`src/design/rcsk_pkg.sv`:
```
package rcsk_pkg;

  localparam int MaxRows     = 256;
  localparam int MaxRankCols = 8;
  localparam int MaxCatCols  = 8;
  localparam int RowW        = 8;
  localparam int ColW        = 3;
  localparam int RankW       = 9;
  localparam int CatW        = 8;
  localparam int NW          = 9;
  localparam int CntW        = 4;
  localparam int SimW        = 17;
  localparam int AddrW       = RowW + ColW;
  localparam int DepthW      = 2;
  localparam int Depth       = 4;

  localparam logic [1:0] ReqLoadRank = 2'd0;
  localparam logic [1:0] ReqLoadCat  = 2'd1;
  localparam logic [1:0] ReqQuery    = 2'd2;

  localparam logic [1:0] CfgRowCount = 2'd0;
  localparam logic [1:0] CfgRankCols = 2'd1;
  localparam logic [1:0] CfgCatCols  = 2'd2;

  localparam logic [SimW-1:0] OneFx = 17'h10000;

  typedef enum logic [1:0] {
    CmdLoadRank = 2'd0,
    CmdLoadCat  = 2'd1,
    CmdQuery    = 2'd2,
    CmdError    = 2'd3
  } cmd_e;

  // One classified request passed from the front end to the back end.
  typedef struct packed {
    cmd_e             cmd;
    logic [RowW-1:0]  row_a;
    logic [RowW-1:0]  row_b;
    logic [ColW-1:0]  column;
    logic [RankW-1:0] value;
  } cmd_t;

  typedef struct packed {
    logic [NW-1:0]   n;
    logic [CntW-1:0] pr;
    logic [CntW-1:0] pc;
  } cfg_t;

endpackage

```
`src/design/rcsk_front.sv`:
```
module rcsk_front (
  input  logic                 clk_i,
  input  logic                 rst_ni,
  input  logic                 in_valid,
  output logic                 in_ready,
  input  logic [1:0]           req_type_i,
  input  logic [7:0]           row_a_i,
  input  logic [7:0]           row_b_i,
  input  logic [2:0]           column_i,
  input  logic [8:0]           value_i,
  input  rcsk_pkg::cfg_t       cfg_i,
  output logic                 q_valid_o,
  input  logic                 q_ready_i,
  output rcsk_pkg::cmd_t       q_cmd_o
);

  rcsk_pkg::cmd_t q_mem [rcsk_pkg::Depth];
  logic [rcsk_pkg::DepthW-1:0] wr_q, wr_d, rd_q, rd_d;
  logic [rcsk_pkg::DepthW:0]   cnt_q, cnt_d;
  logic push, pop, keep;
  rcsk_pkg::cmd_t cmd;

  always_comb begin
    cmd.row_a  = row_a_i;
    cmd.row_b  = row_b_i;
    cmd.column = column_i;
    cmd.value  = value_i;
    keep = 1'b1;
    case (req_type_i)
      rcsk_pkg::ReqLoadRank: cmd.cmd = rcsk_pkg::CmdLoadRank;
      rcsk_pkg::ReqLoadCat:  cmd.cmd = rcsk_pkg::CmdLoadCat;
      rcsk_pkg::ReqQuery: begin
        if ({1'b0, row_a_i} >= cfg_i.n || {1'b0, row_b_i} >= cfg_i.n) begin
          cmd.cmd = rcsk_pkg::CmdError;
        end else begin
          cmd.cmd = rcsk_pkg::CmdQuery;
        end
      end
      default: begin
        cmd.cmd = rcsk_pkg::CmdLoadRank;
        keep = 1'b0;
      end
    endcase
  end

  assign in_ready  = (cnt_q != (rcsk_pkg::DepthW+1)'(rcsk_pkg::Depth));
  assign push      = in_valid && in_ready && keep;
  assign q_valid_o = (cnt_q != '0);
  assign pop       = q_valid_o && q_ready_i;
  assign q_cmd_o   = q_mem[rd_q];
  assign wr_d      = push ? wr_q + rcsk_pkg::DepthW'(1) : wr_q;
  assign rd_d      = pop ? rd_q + rcsk_pkg::DepthW'(1) : rd_q;
  assign cnt_d     = cnt_q + {{rcsk_pkg::DepthW{1'b0}}, push}
                           - {{rcsk_pkg::DepthW{1'b0}}, pop};

  always_ff @(posedge clk_i) begin
    if (push) begin
      q_mem[wr_q] <= cmd;
    end
  end

  always_ff @(posedge clk_i or negedge rst_ni) begin
    if (!rst_ni) begin
      wr_q  <= '0;
      rd_q  <= '0;
      cnt_q <= '0;
    end else begin
      wr_q  <= wr_d;
      rd_q  <= rd_d;
      cnt_q <= cnt_d;
    end
  end

endmodule

```
`config.mk`:
```
export PLATFORM = sky130hd
export DESIGN_NAME = rcsk_front
export DESIGN_NICKNAME = d
export VERILOG_FILES = /design/src/design/rcsk_pkg.sv /design/src/design/rcsk_front.sv
export SDC_FILE = /design/constraint.sdc
export NUM_CORES = 1
export LEC_CHECK = 0
export BUFFER_PORTS_ARGS = -buffer_cell sky130_fd_sc_hd__buf_2
export CORE_ASPECT_RATIO = 1.4
export CORE_MARGIN = 8
export CORE_UTILIZATION = 60
export CTS_CLUSTER_SIZE = 20
export DETAILED_ROUTE_END_ITERATION = 7
export PLACE_DENSITY = 0.94
export SLEW_MARGIN = 20
export SYNTH_ARGS = -nofsm -noshare
export SYNTH_HDL_FRONTEND = slang
export SYNTH_SLANG_ARGS = --single-unit
```
`constraint.sdc`:
```
create_clock -name clk_i -period 6.7 [get_ports clk_i]
set_input_delay 0.335 -clock clk_i [delete_from_list [all_inputs] [get_ports clk_i]]
set_output_delay 0.335 -clock clk_i [all_outputs]
set_load 0.005 [all_outputs]
```
; Yosys cells after proc, flatten, opt, wreduce, memory -nomap -nowiden
; Memories as Yosys holds them, arrays and structs flattened.
; Cells that the tools add are included.
[classes]
shift = 0
magnitude_cmp = 2
div_mod_pow = 0
n_bitwise = 0
n_eq_ne = 3
n_addsub = 4
mul = 0
n_reduce_logical = 7
muxes = 5
[op_table]
columns = cell, count
row1 = >= comparator 8 x 9 -> 1 bit, 2
row2 = adder 2 x 1 -> 2 bit (second input constant), 2
row3 = two-way mux 1 bit, 4
row4 = one-hot mux 2 bit (2 select lines), 1
row5 = adder 3 x 1 -> 3 bit, 1
row6 = logical AND 1 bit, 3
row7 = != test 3 bit (second input constant), 1
row8 = nonzero test 3 bit, 1
row9 = OR reduction 3 bit, 1
row10 = subtractor 3 x 1 -> 3 bit, 1
row11 = == test 2 x 1 -> 1 bit (second input constant), 1
row12 = == test 2 bit (second input constant), 1
row13 = zero test 2 bit, 1
row14 = logical OR 1 bit, 1
[word_totals]
latch_bits = 0
memories = 1
inputBits = 51
output_inout_bits = 32
romBits = 0
ramBits = 120
reg_bits = 7
[mem_list]
columns = memory, depth, word_bits, read_ports, rd_ports_with_merged_regs, write_ports, line
row1 = q_mem, 4, 30, 1, 0, 1, rcsk_front.sv:17  ; rcsk_pkg::cmd_t q_mem [rcsk_pkg::Depth];

; Depth between registers and ports, before layout
; Gate-level depths: netlist (run 1).
[depth]
depth_word = 6
ltp_mapped = 11
mapped_depth_nobuf = 10

; Worst setup path after synthesis (run 1)
; No wires, ideal clock.
[synth_path]
kind = input to register
startpoint = input req_type_i[0]
endpoint = register cnt_q[2] (netlist bit)
t_arrival_ns = 2.103
path_stages = 10
setup_time_ns = 0.080
n_path_buf = 1
slack_ns = 4.517
path_cell_list = ha_1 -> and3b_1 -> clkbuf_1 -> inv_1 -> ha_1 -> inv_1 -> ha_1 -> fa_1 -> xnor2_1 -> xnor2_1
[synth_between]
elab_chain_cells = 6
[synth_lines]
columns = element, line
row1 = start: declaration, rcsk_front.sv:6  ; input logic [1:0] req_type_i,
row2 = "== test 2 bit, or another cell as far along", rcsk_front.sv:29  ; case (req_type_i)
row3 = OR reduction 3 bit (no line) (*), -
row4 = two-way mux 1 bit (*), rcsk_front.sv:29
row5 = logical AND 1 bit (*), rcsk_front.sv:47  ; assign push = in_valid && in_ready && keep;
row6 = adder 3 x 1 -> 3 bit (*), rcsk_front.sv:53  ; assign cnt_d = cnt_q + {{rcsk_pkg::DepthW{1'b0}}, push}
row7 = subtractor 3 x 1 -> 3 bit (*), rcsk_front.sv:54  ; - {{rcsk_pkg::DepthW{1'b0}}, pop};
row8 = named net cnt_d (one bit), rcsk_front.sv:19  ; logic [rcsk_pkg::DepthW:0] cnt_q, cnt_d;
row9 = end signal: assignment, rcsk_front.sv:70  ; cnt_q <= cnt_d;
row10 = end: declaration, rcsk_front.sv:19
; Mark *: on every way through the listed nets, which the timed path passes. The rest lies on a longest branch.
; A chain may end at the register's enable or synchronous reset.

==> key figures, run 1 <==
Logic synthesis
  – Synth Area in XOR/XNOR: 0.840%
  – Compound-Gate Fraction of Synth Area: 2.14%
  – Top-count cell post-synth: edfxtp_1
  – EDFF count, synth: 120
  – Mux share of post-synthesis cell area: 13.0%
  – Synth cell types: 34
  – Area contributors post-synth: edfxtp_1, mux4_2, ha_1, dfrtp_1, inv_1
  – Main combinational cell family by area after synthesis: multiplexers
  – Fraction of registers with async set/reset: 5.51%
  – Simple-gate portion of the synthesized area: 2.64%
  – Synth area leader: edfxtp_1
  – Register area share after synthesis: 72.5%
  – Synthesized net count: 329
  – Most frequent cells after synthesis: edfxtp_1, mux4_2, ha_1, inv_1, dfrtp_1
  – Synth top area share: 69.1%
  – Ys Warns: 0
  – Yosys reg bits: 127
  – Cell area after synthesis: 0.00521 mm2
  – Synth Area per Inst: 20.7 um2
  – Cell count after synthesis: 252
  – Post-synthesis adder-cell area fraction: 6.39%
  – Ys flop type: edfxtp_1

Timing
  – Worst Hold Slack: 0.141 ns
  – Max Transition Viols Final: 0
  – Crit share post-route: 36.5%
  – Final Hold Viols: 0
  – Final Skew: 0.0104 ns
  – Relative slew slack: 44.4%
  – Final setup margin: 4.25 ns
  – RSZ-0062 raised after global routing: false
  – Setup violators final: 0
  – Setup tns final: 0 ns
  – Worst-Margin Slew: 0.833 ns
  – Fmax: 408 MHz
  – Fin crit period: 2.45 ns

GRT
  – Largest net degree at the start of global routing: 33
  – First-pass GRT wire length: 15,300 um
  – Number of global-route vias before repair: 2,928
  – Initial antenna violation count: 0
  – All-Layer GR Usage: 17.7%
  – Gr ovfl total: 0

Critical path
  – CP required: 6.36 ns
  – Worst path top cell family by delay: flip-flops
  – Crit path kind: flip-flop to output pin
  – Max incr delay on CP: 0.80 ns
  – Worst setup path start: rd_q[1]
  – Crit path cell chain: buf_4 > mux4_2 > buf_2
  – Crit path depth: 3
  – Critical-path top delay cell: dfrtp_1
  – Buf+Inv Stages, Crit Path: 2
  – Crit Reg-Reg Endpoint: cnt_q[2]
  – Crit. End Element: output pin
  – Crit start category: flip-flop
  – Reg2Reg Depth: 8
  – Critical Path Fanout Max: 16
  – RR Startpoint: cnt_q[1]
  – Arrival time worst endpoint: 2.11 ns
  – Critical path destination: q_cmd_o[10]
  – Reg2reg setup slack: 4.44 ns

Layout
  – Filler cells: 523
  – Area grow syn2layout: 18.7%
  – Layout cells sized above 1: 39.9%
  – Multi-input gate area: 0.00131 mm2
  – Nets: 416
  – Sequential Area: 0.00378 mm2
  – Non-Filler Instances: 456
  – N_diodes: 0

Pwr
  – Final Power: 0.00250 W
  – Power Density: 404 mW/mm2
  – Lkg Pwr: 2.32 nW
  – VDD IR max: 0.000260 V

Clock network
  – Htree depth: 4
  – CTS resizes: 0
  – Clock-pin slew on the worst setup and hold paths: 0.05 ns
  – Deepest clock path buffer count: 2
  – Buffer count from post-CTS setup fixing: 0
  – Root buffer cell: clkbuf_16
  – CTS sink count: 127
  – Clock buffer count from CTS: 17
  – CTS tree: yes
  – # hold bufs at CTS: 1
  – Worst-skew pair later-pin latency: 0.41 ns

Die
  – Die height: 126 um
  – Core Region: 0.00851 mm2
  – Initial Util: 61.2%
  – Full die area: 0.0120 mm2
  – Num ports: 83
  – # rows: 40
  – Width of the die: 94.8 um

Place
  – I/O Buffers: 74
  – Dpl hpwl: 6090 um
  – Pre-CTS WS: 4.36 ns
  – Placer Congestion: 0.729
  – Placed Instances: 424

Routing
  – Routed Antenna Nets: 0
  – Vias per cell: 5.69
  – Drt first-iter violations: 143
  – Total wire length: 9730 um
  – Routed wl met3: 596 um
  – Drt drc: 0
  – Met2 WL post-DR: 5360 um
  – Wl on met1: 3550 um
  – Vias post-DR: 2,595
  – Top sig layer: met4
  – TritonRoute pass-1 iters: 6
  – Wire per inst: 21.3 um

Min path
  – Hold path depth: 1
  – Hold Path Class: input pin to flip-flop

Flow run
  – Max-cap viol count: 0

Status
  – Status: completed
metal layers:
layer	up-vias	global-route usage (%)
li1	1189	-
met1	1290	18.9
met2	98	30.5
met3	18	5.83
met4	0	8.39
met5	-	0
flip-flops by register name, summed over array words and instances, names as in the netlist:
register,flops
cnt_q,3
q_mem,120
rd_q,2
wr_q,2
power by group:
part | leakage, nW | total (W) | switching [W] | internal, W
Combinational | 0.892 | 0.000580 | 0.000257 | 0.000323
Clock | 0.255 | 0.000789 | 0.000295 | 0.000494
Sequential | 1.18 | 0.00113 | 0.000113 | 0.00102
Total | 2.32 | 0.00250 | 0.000665 | 0.00184
cells by family after synthesis:
family                   Yosys count
flip-flops                       127
multiplexers                      30
buffers and inverters             26
adder cells (fa/ha/maj)           26
AND/OR/NAND/NOR                   24
AO/OA/AOI/OAI                     14
XOR/XNOR                           5
worst register-to-register path, delay by kind of cell, from the launching register on:
kind | cells | cell delay [ns]
adder cells (fa/ha/maj) | 3 | 0.82
buffers and inverters | 1 | 0.04
flip-flops | 1 | 0.40
AND/OR/NAND/NOR | 2 | 0.58
XOR/XNOR | 2 | 0.35
cell usage in the layout (no fill, tap or decap), types with 3 or more instances in the layout:
| cell type | count |
|---|---|
| a21oi_1 | 4 |
| and2_2 | 4 |
| buf_2 | 74 |
| clkbuf_16 | 17 |
| clkinv_1 | 6 |
| clkinv_2 | 5 |
| dfrtp_1 | 6 |
| edfxtp_1 | 120 |
| ha_1 | 25 |
| inv_1 | 18 |
| mux4_2 | 30 |
| nand2_1 | 4 |
| nand3_1 | 4 |
| nor2_1 | 3 |
| xnor2_1 | 4 |
area by class of cell:
class,instances,share of cell area (%)
sequential,127,61.1
multi-input combinational,99,21.1
clock buffer,19,7.00
timing repair buffer,76,6.27
tap,105,2.12
clock inverter,12,1.25
inverter,18,1.09
stage by stage:
stage                     area [um2]  utilization, %
after floorplan                 5210               -
after global placement          5660            66.6
after detailed placement        5660            66.6
after CTS                       6180            72.7
after global routing            6190            72.7
final                           6190            72.7
worst min-delay path by stage:
stage                  endpoint  slack, ns        start
floorplan              cnt_q[0]       0.04       rst_ni
global placement        wr_q[1]       0.17       rst_ni
detailed placement      wr_q[0]       0.18       rst_ni
CTS                 q_mem[1][3]       0.13   value_i[3]
global route        q_mem[3][9]       0.12  column_i[0]
finish              q_mem[1][3]       0.14   value_i[3]
(Power assumes the default switching activity.)
==> run 2: changes to the inputs <==
--- a/config.mk
+++ b/config.mk
@@ -5,13 +5,14 @@
 export SDC_FILE = /design/constraint.sdc
 export NUM_CORES = 1
 export LEC_CHECK = 0
+export ABC_AREA = 1
 export BUFFER_PORTS_ARGS = -buffer_cell sky130_fd_sc_hd__buf_2
 export CORE_ASPECT_RATIO = 1.4
 export CORE_MARGIN = 8
-export CORE_UTILIZATION = 60
+export CORE_UTILIZATION = 56
 export CTS_CLUSTER_SIZE = 20
 export DETAILED_ROUTE_END_ITERATION = 7
-export PLACE_DENSITY = 0.94
+export PLACE_DENSITY = 0.89
 export SLEW_MARGIN = 20
 export SYNTH_ARGS = -nofsm -noshare
 export SYNTH_HDL_FRONTEND = slang
==> constraint.sdc (replaced) <==
create_clock -name clk_i -period 2.55 [get_ports clk_i]
set_input_delay 0.1275 -clock clk_i [delete_from_list [all_inputs] [get_ports clk_i]]
set_output_delay 0.1275 -clock clk_i [all_outputs]
set_load 0.005 [all_outputs]
==> run 2 against run 1 <==
  * Synthesized cell count increased by 67%
  * Global-route usage increased by 2.5 points
  * Final area up 10%
  * Sequential share of layout area decreased by 5.8 points
  * Clock skew down 0.0017 ns
  * Cell count increased by 44%
==> key figures, run 2 <==
Status
  – Status: completed

Timing
  – Max Transition Viols Final: 0 (unchanged)
  – Crit share post-route: 83.7%
  – Final Skew: 0.00873 ns (-0.00170 ns)
  – Relative slew slack: 51.9% (+7.5 points)
  – Fin crit period: 2.14 ns
  – Worst-Margin Slew: 0.721 ns (-0.112 ns)
  – Setup violators final: 0 (unchanged)
  – RSZ-0062 raised after global routing: false
  – Final Hold Viols: 0 (unchanged)
  – Setup tns final: 0 ns (unchanged)
  – Fmax: 468 MHz

Critical path
  – Crit. End Element: output pin
  – Reg2Reg Depth: 7 (-1)
  – RR Startpoint: cnt_q[1]
  – Crit path kind: flip-flop to output pin
  – Crit Reg-Reg Endpoint: cnt_q[2]
  – CP required: 2.42 ns (-3.94 ns)
  – Crit start category: flip-flop
  – Arrival time worst endpoint: 2.01 ns (-0.10 ns)
  – Reg2reg setup slack: 0.67 ns (-3.77 ns)
  – Critical Path Fanout Max: 62 (+46)

Logic synthesis
  – Synth top area share: 67.2% (-2.0 points)
  – Synth area leader: edfxtp_1
  – Fraction of registers with async set/reset: 5.51% (unchanged)
  – Ys Warns: 0 (unchanged)
  – Cell area after synthesis: 0.00536 mm2 (+2.9%)
  – Synth cell types: 25 (-26%)
  – Synth Area per Inst: 12.7 um2 (-38%)
  – Register area share after synthesis: 70.5% (-2.0 points)
  – Cell count after synthesis: 421 (+67%)
  – Yosys reg bits: 127 (unchanged)
  – Top-count cell post-synth: edfxtp_1
  – Synthesized net count: 498 (+51%)
  – Most frequent cells after synthesis: edfxtp_1, nor2_1, o21ai_0, inv_1, o22ai_1
  – EDFF count, synth: 120 (unchanged)
  – Area contributors post-synth: edfxtp_1, ha_1, nor2_1, o21ai_0, o22ai_1
  – Ys flop type: edfxtp_1

Routing
  – Vias post-DR: 3,753 (+45%)
  – TritonRoute pass-1 iters: 4 (-2)
  – Total wire length: 12,300 um (+26%)
  – Drt drc: 0 (unchanged)
  – Drt first-iter violations: 317 (+120%)
  – Vias per cell: 5.71 (+0.38%)
  – Wire per inst: 18.7 um (-13%)
  – Routed Antenna Nets: 0 (unchanged)

GRT
  – First-pass GRT wire length: 20,000 um (+31%)
  – Number of global-route vias before repair: 4,035 (+38%)
  – Largest net degree at the start of global routing: 63 (+91%)
  – All-Layer GR Usage: 20.2% (+2.5 points)
  – Initial antenna violation count: 0 (unchanged)
  – Gr ovfl total: 0 (unchanged)

Clock network
  – Htree depth: 4 (unchanged)
  – Worst-skew pair later-pin latency: 0.41 ns (about the same)
  – CTS tree: yes
  – Clock buffer count from CTS: 17 (unchanged)
  – Root buffer cell: clkbuf_16
  – Deepest clock path buffer count: 2 (unchanged)
  – Clock-pin slew on the worst setup and hold paths: 0.05 ns (about the same)
  – CTS resizes: 0 (unchanged)
  – CTS sink count: 127 (unchanged)

Die
  – Initial Util: 57.0% (-4.2 points)
  – # rows: 42 (+5.0%)
  – Die height: 132 um (+4.4%)
  – Num ports: 83 (unchanged)
  – Width of the die: 98.7 um (+4.2%)
  – Core Region: 0.00941 mm2 (+11%)
  – Full die area: 0.0130 mm2 (+8.7%)

Pwr
  – Power Density: 1120 mW/mm2 (+180%)
  – VDD IR max: 0.000679 V (+160%)
  – Lkg Pwr: 2.67 nW (+15%)

Place
  – Placer Congestion: 0.788 (+8.1%)
  – Dpl hpwl: 7470 um (+23%)
  – I/O Buffers: 74 (unchanged)
  – Placed Instances: 596 (+41%)

Flow run
  – Max-cap viol count: 0 (unchanged)

Layout
  – Max reg flops: 120 (unchanged)
  – Layout cells sized above 1: 23.2% (-17 points)
  – Nets: 611 (+47%)
  – Commonest non-fill, non-tap cell in the layout: edfxtp_1
  – Biggest register: q_mem
  – Area grow syn2layout: 27.3%
  – Non-Filler Instances: 657 (+44%)
  – Commonest cells after routing, fill and taps aside: edfxtp_1, buf_2, nor2_1
  – N_diodes: 0 (unchanged)
  – Top Registers: q_mem x120, cnt_q x3

Min path
  – Hold Path Class: input pin to async pin
## run 2: layout make-up
cell class,count,area [um2]
clock buffer,18,429
clock inverter,14,195
fill,565,2580
inverter,36,135
multi-input combinational,239,1390
sequential,127,3780
tap,110,138
timing repair buffer,113,761
## run 2: metrics by stage
step                      area, um2  hold WS, ns  setup slack, ns  util, %  total power (W)
after floorplan                5360       -0.168            0.164        -          0.00414
final                          6830       0.0892            0.415     72.6          0.00765
after CTS                      6830       0.0753            0.434     72.6          0.00763
after detailed placement       5910      -0.0328            0.664     62.9          0.00508
after global routing           6830        0.101            0.270     72.6          0.00805
after global placement         5910      -0.0320            0.740     62.9          0.00496
## run 2: metal layers
| layer | GRT usage [%] | vias to the layer above | wire, um |
|---|---|---|---|
| met2 | 35.8 | 202 | 6660 |
| met3 | 6.18 | 36 | 850 |
| met5 | 0 | - | 0 |
| met1 | 20.3 | 1786 | 4380 |
| met4 | 11.7 | 0 | 380 |
| li1 | - | 1729 | - |
## run 2: timing repair
| action | 4_1_cts | 5_1_grt |
|---|---|---|
| buffers inserted | 0 | 0 |
| hold buffers | 29 | 0 |
| setup endpoints to repair | 0 | 0 |
| hold endpoints to repair | 119 | 0 |
## run 2: worst max path at each step
stage	start	to	slack [ns]	cells past startpoint
after floorplan	cnt_q[1]	q_mem[0][0]	0.16	4
after global placement	cnt_q[1]	cnt_q[2]	0.74	7
after detailed placement	cnt_q[1]	cnt_q[2]	0.66	7
after CTS	rd_q[1]	q_cmd_o[21]	0.43	5
after global routing	rd_q[0]	q_cmd_o[21]	0.27	4
final	rd_q[0]	q_cmd_o[21]	0.41	4
## run 2: where the power goes
group | total [W] | switching (W) | leakage, nW | internal [W]
registers | 0.00283 | 0.000161 | 1.18 | 0.00267
logic | 0.00230 | 0.00144 | 1.19 | 0.000857
clock network | 0.00253 | 0.000814 | 0.302 | 0.00171
total | 0.00765 | 0.00241 | 2.67 | 0.00524
## run 2: worst max-delay path: stages, from the launching register on
cell and delay, ns:
dfrtp_2 0.36, buf_4 0.50, o21ai_0 0.27, o22ai_1 0.30, buf_2 0.16
## run 2: cells by family (layout without fill, tap and decap cells)
logic type,Yosys count,count (layout),synth area share (%)
xor gates and xnor gates,5,5,0.817
AOI/OAI and AO/OA,97,97,10.1
DFF,127,127,70.5
buffers and inverters,55,181,4.18
and+or+nand+nor,111,111,8.28
adders and majority gates,26,26,6.21
==> run 3: changes to the inputs <==
--- a/config.mk
+++ b/config.mk
@@ -5,7 +5,7 @@
 export SDC_FILE = /design/constraint.sdc
 export NUM_CORES = 1
 export LEC_CHECK = 0
-export ABC_AREA = 1
+export ABC_AREA = 0
 export BUFFER_PORTS_ARGS = -buffer_cell sky130_fd_sc_hd__buf_2
 export CORE_ASPECT_RATIO = 1.4
 export CORE_MARGIN = 8
==> constraint.sdc (replaced) <==
create_clock -name clk_i -period 2 [get_ports clk_i]
set_input_delay 0.1 -clock clk_i [delete_from_list [all_inputs] [get_ports clk_i]]
set_output_delay 0.1 -clock clk_i [all_outputs]
set_load 0.005 [all_outputs]
==> run 3 against run 2 <==
  * The flow now finishes with violations (setup timing)
  * Combinational power rose by 7%
  * Worst hold slack got worse by 0.044 ns
  * Cell count shrank 25%
  * Sequential share of layout area up 2.0 points
  * Clock power up 8.3%
  * Wire length fell by 14%
  * Critical endpoint is now cnt_q[2]
  * Highest routed layer unchanged
==> key figures, run 3 (synthesis results as in run 1) <==
Critical path
  – RR Startpoint: cnt_q[0]
  – CP required: 2.30 ns (-0.12 ns)
  – Crit path kind: flip-flop to flip-flop
  – Arrival time worst endpoint: 2.41 ns (+0.40 ns)
  – Worst setup path start: cnt_q[0]
  – Crit start category: flip-flop
  – Critical Path Fanout Max: 2 (-97%)
  – Crit. End Element: flip-flop

GRT
  – Initial antenna violation count: 0 (unchanged)
  – Number of global-route vias before repair: 3,048 (-24%)
  – Gr ovfl total: 0 (unchanged)
  – All-Layer GR Usage: 17.4% (-2.8 points)
  – Largest net degree at the start of global routing: 33 (-48%)
  – First-pass GRT wire length: 16,400 um (-18%)

Clock network
  – CTS sink count: 127 (unchanged)
  – Deepest clock path buffer count: 2 (unchanged)
  – Htree depth: 4 (unchanged)
  – Root buffer cell: clkbuf_16
  – CTS tree: yes
  – Worst-skew pair later-pin latency: 0.42 ns (about the same)
  – Clock-pin slew on the worst setup and hold paths: 0.05 ns (about the same)
  – Clock buffer count from CTS: 17 (unchanged)

Routing
  – Total wire length: 10,500 um (-14%)
  – Drt first-iter violations: 161 (-49%)
  – Drt drc: 0 (unchanged)
  – Vias per cell: 5.71 (about the same)
  – Routed Antenna Nets: 0 (unchanged)
  – TritonRoute pass-1 iters: 7 (+3)
  – Vias post-DR: 2,820 (-25%)
  – Wire per inst: 21.3 um (+14%)

Layout
  – Layout cells sized above 1: 40.3% (+17 points)
  – Top Registers: q_mem x120, cnt_q x3
  – Filler cells: 549 (-2.8%)
  – Commonest non-fill, non-tap cell in the layout: edfxtp_1
  – Area grow syn2layout: 26.5%
  – Biggest register: q_mem
  – Nets: 451 (-26%)
  – N_diodes: 0 (unchanged)
  – Sequential Area: 0.00378 mm2 (unchanged)
  – Non-Filler Instances: 494 (-25%)
  – Commonest cells after routing, fill and taps aside: edfxtp_1, buf_2, mux4_2
  – Multi-input gate area: 0.00135 mm2 (-3.2%)
  – Max reg flops: 120 (unchanged)

Timing
  – Worst-Margin Slew: 0.467 ns (-0.254 ns)
  – Max Transition Viols Final: 0 (unchanged)
  – Final Hold Viols: 0 (unchanged)
  – Setup violators final: 1 (+1)
  – Final setup margin: -0.118 ns (-0.533 ns)
  – Final Skew: 0.00866 ns (-0.0000739 ns)
  – Fmax: 472 MHz
  – Crit share post-route: 106%
  – RSZ-0062 raised after global routing: true
  – Relative slew slack: 68.9% (+17 points)
  – Fin crit period: 2.12 ns
  – Worst Hold Slack: 0.0448 ns (-0.0444 ns)

Pwr
  – Clock power frac: 31.3% (-1.7 points)
  – Lkg Pwr: 2.49 nW (-6.9%)
  – Seq pwr share: 40.7% (+3.7 points)
  – Power Density: 1330 mW/mm2 (+18%)
  – Switch share: 27.3% (-4.2 points)
  – VDD IR max: 0.000827 V (+22%)
  – Sw power: 0.00239 W (-1.1%)
  – Pint: 0.00635 W (+21%)
  – Combinational share of power: 28.0% (-2.0 points)

Die
  – Width of the die: 97.5 um (-1.2%)
  – Die height: 130 um (-1.2%)
  – Core Region: 0.00903 mm2 (-4.0%)
  – Full die area: 0.0127 mm2 (-2.4%)
  – Num ports: 83 (unchanged)
  – Initial Util: 57.7% (+0.71 points)
  – # rows: 41 (-2.4%)

Min path
  – Hold Path Class: input pin to async pin

Flow run
  – Max-cap viol count: 0 (unchanged)

Place
  – Placed Instances: 432 (-28%)
  – Placer Congestion: 0.774 (-1.9%)
  – I/O Buffers: 74 (unchanged)
  – Dpl hpwl: 6220 um (-17%)

Status
  – Status: finished, violations left
  – Failing checks: setup timing
[run 3: cell count changes in the layout (fill, tap and decap cells not counted), sizes merged, moves of 3 or more]
cell,previous run,this run
and2,0,5
o22ai,30,0
nor2,75,3
o21ai,60,2
xor2,4,1
bufinv,5,1
mux4,0,30
nand2,29,4
clkinv,7,10
xnor2,1,4
inv,37,18
[run 3: layout make-up]
| type | instances | share of cell area [%] |
|---|---|---|
| Multi-Input combinational cell | 99 | 20.4 |
| Inverter | 18 | 1.03 |
| Timing Repair Buffer | 111 | 11.1 |
| Tap cell | 107 | 2.03 |
| Clock buffer | 18 | 6.51 |
| Sequential cell | 127 | 57.3 |
| Clock inverter | 14 | 1.54 |
[run 3: what timing repair did]
| item | CTS | global route |
|---|---|---|
| hold endpoints to repair | 119 | 0 |
| gates resized for setup | 8 | 1 |
| hold buffers | 29 | 0 |
| buffers inserted | 0 | 1 |
| endpoints found under the setup margin | 32 | 32 |
| pin swaps | 2 | 1 |
[run 3: per-layer routing]
metal	GRT usage, %	wire length [um]
met3	6.24	679
met2	30.3	5640
met1	18.8	4010
met4	7.69	204
met5	0	0
[run 3: power by group through the flow]
| stage | Clock (W) | Combinational (W) | Sequential, W |
|---|---|---|---|
| 2_1_floorplan | 0 | 0.00153 | 0.00354 |
| 3_3_place_gp | 0 | 0.00231 | 0.00355 |
| 3_5_place_dp | 0 | 0.00235 | 0.00359 |
| 4_1_cts | 0.00276 | 0.00248 | 0.00355 |
| 5_1_grt | 0.00286 | 0.00268 | 0.00358 |
| 6_report | 0.00274 | 0.00245 | 0.00355 |
[run 3: worst max-delay path: stages (launching register included)]
cell and delay (ns):
dfrtp_1 0.38, or3_4 0.39, and2_4 0.16, ha_4 0.26, inv_2 0.04, ha_4 0.14, fa_2 0.35, xnor2_2 0.15
xnor2_1 0.12
[run 3: worst paths after layout]
check / end / slack [ns] / cells past startpoint
max: cnt_q[2] / -0.12 / 8
max in group asynchronous: rd_q[0] / 1.78 / 2
min: wr_q[0] / 0.04 / 2
max reg2reg: cnt_q[2] / -0.12 / 8
min reg2reg: cnt_q[0] / 0.63 / 2
min in group clk_i: rd_q[0] / 0.12 / 4
[run 3: through the flow]
stage	worst slack [ns]	power [W]	setup TNS, ns	util (%)	instance area [um2]
after CTS	-0.123	0.00879	-0.124	72.9	6580
after detailed placement	-0.168	0.00594	-0.923	63.4	5730
after floorplan	-0.0788	0.00507	-0.0788	-	5220
final	-0.118	0.00873	-0.118	73.0	6590
after global routing	-0.193	0.00912	-0.193	73.0	6590
after global placement	-0.0848	0.00586	-0.0848	63.4	5730
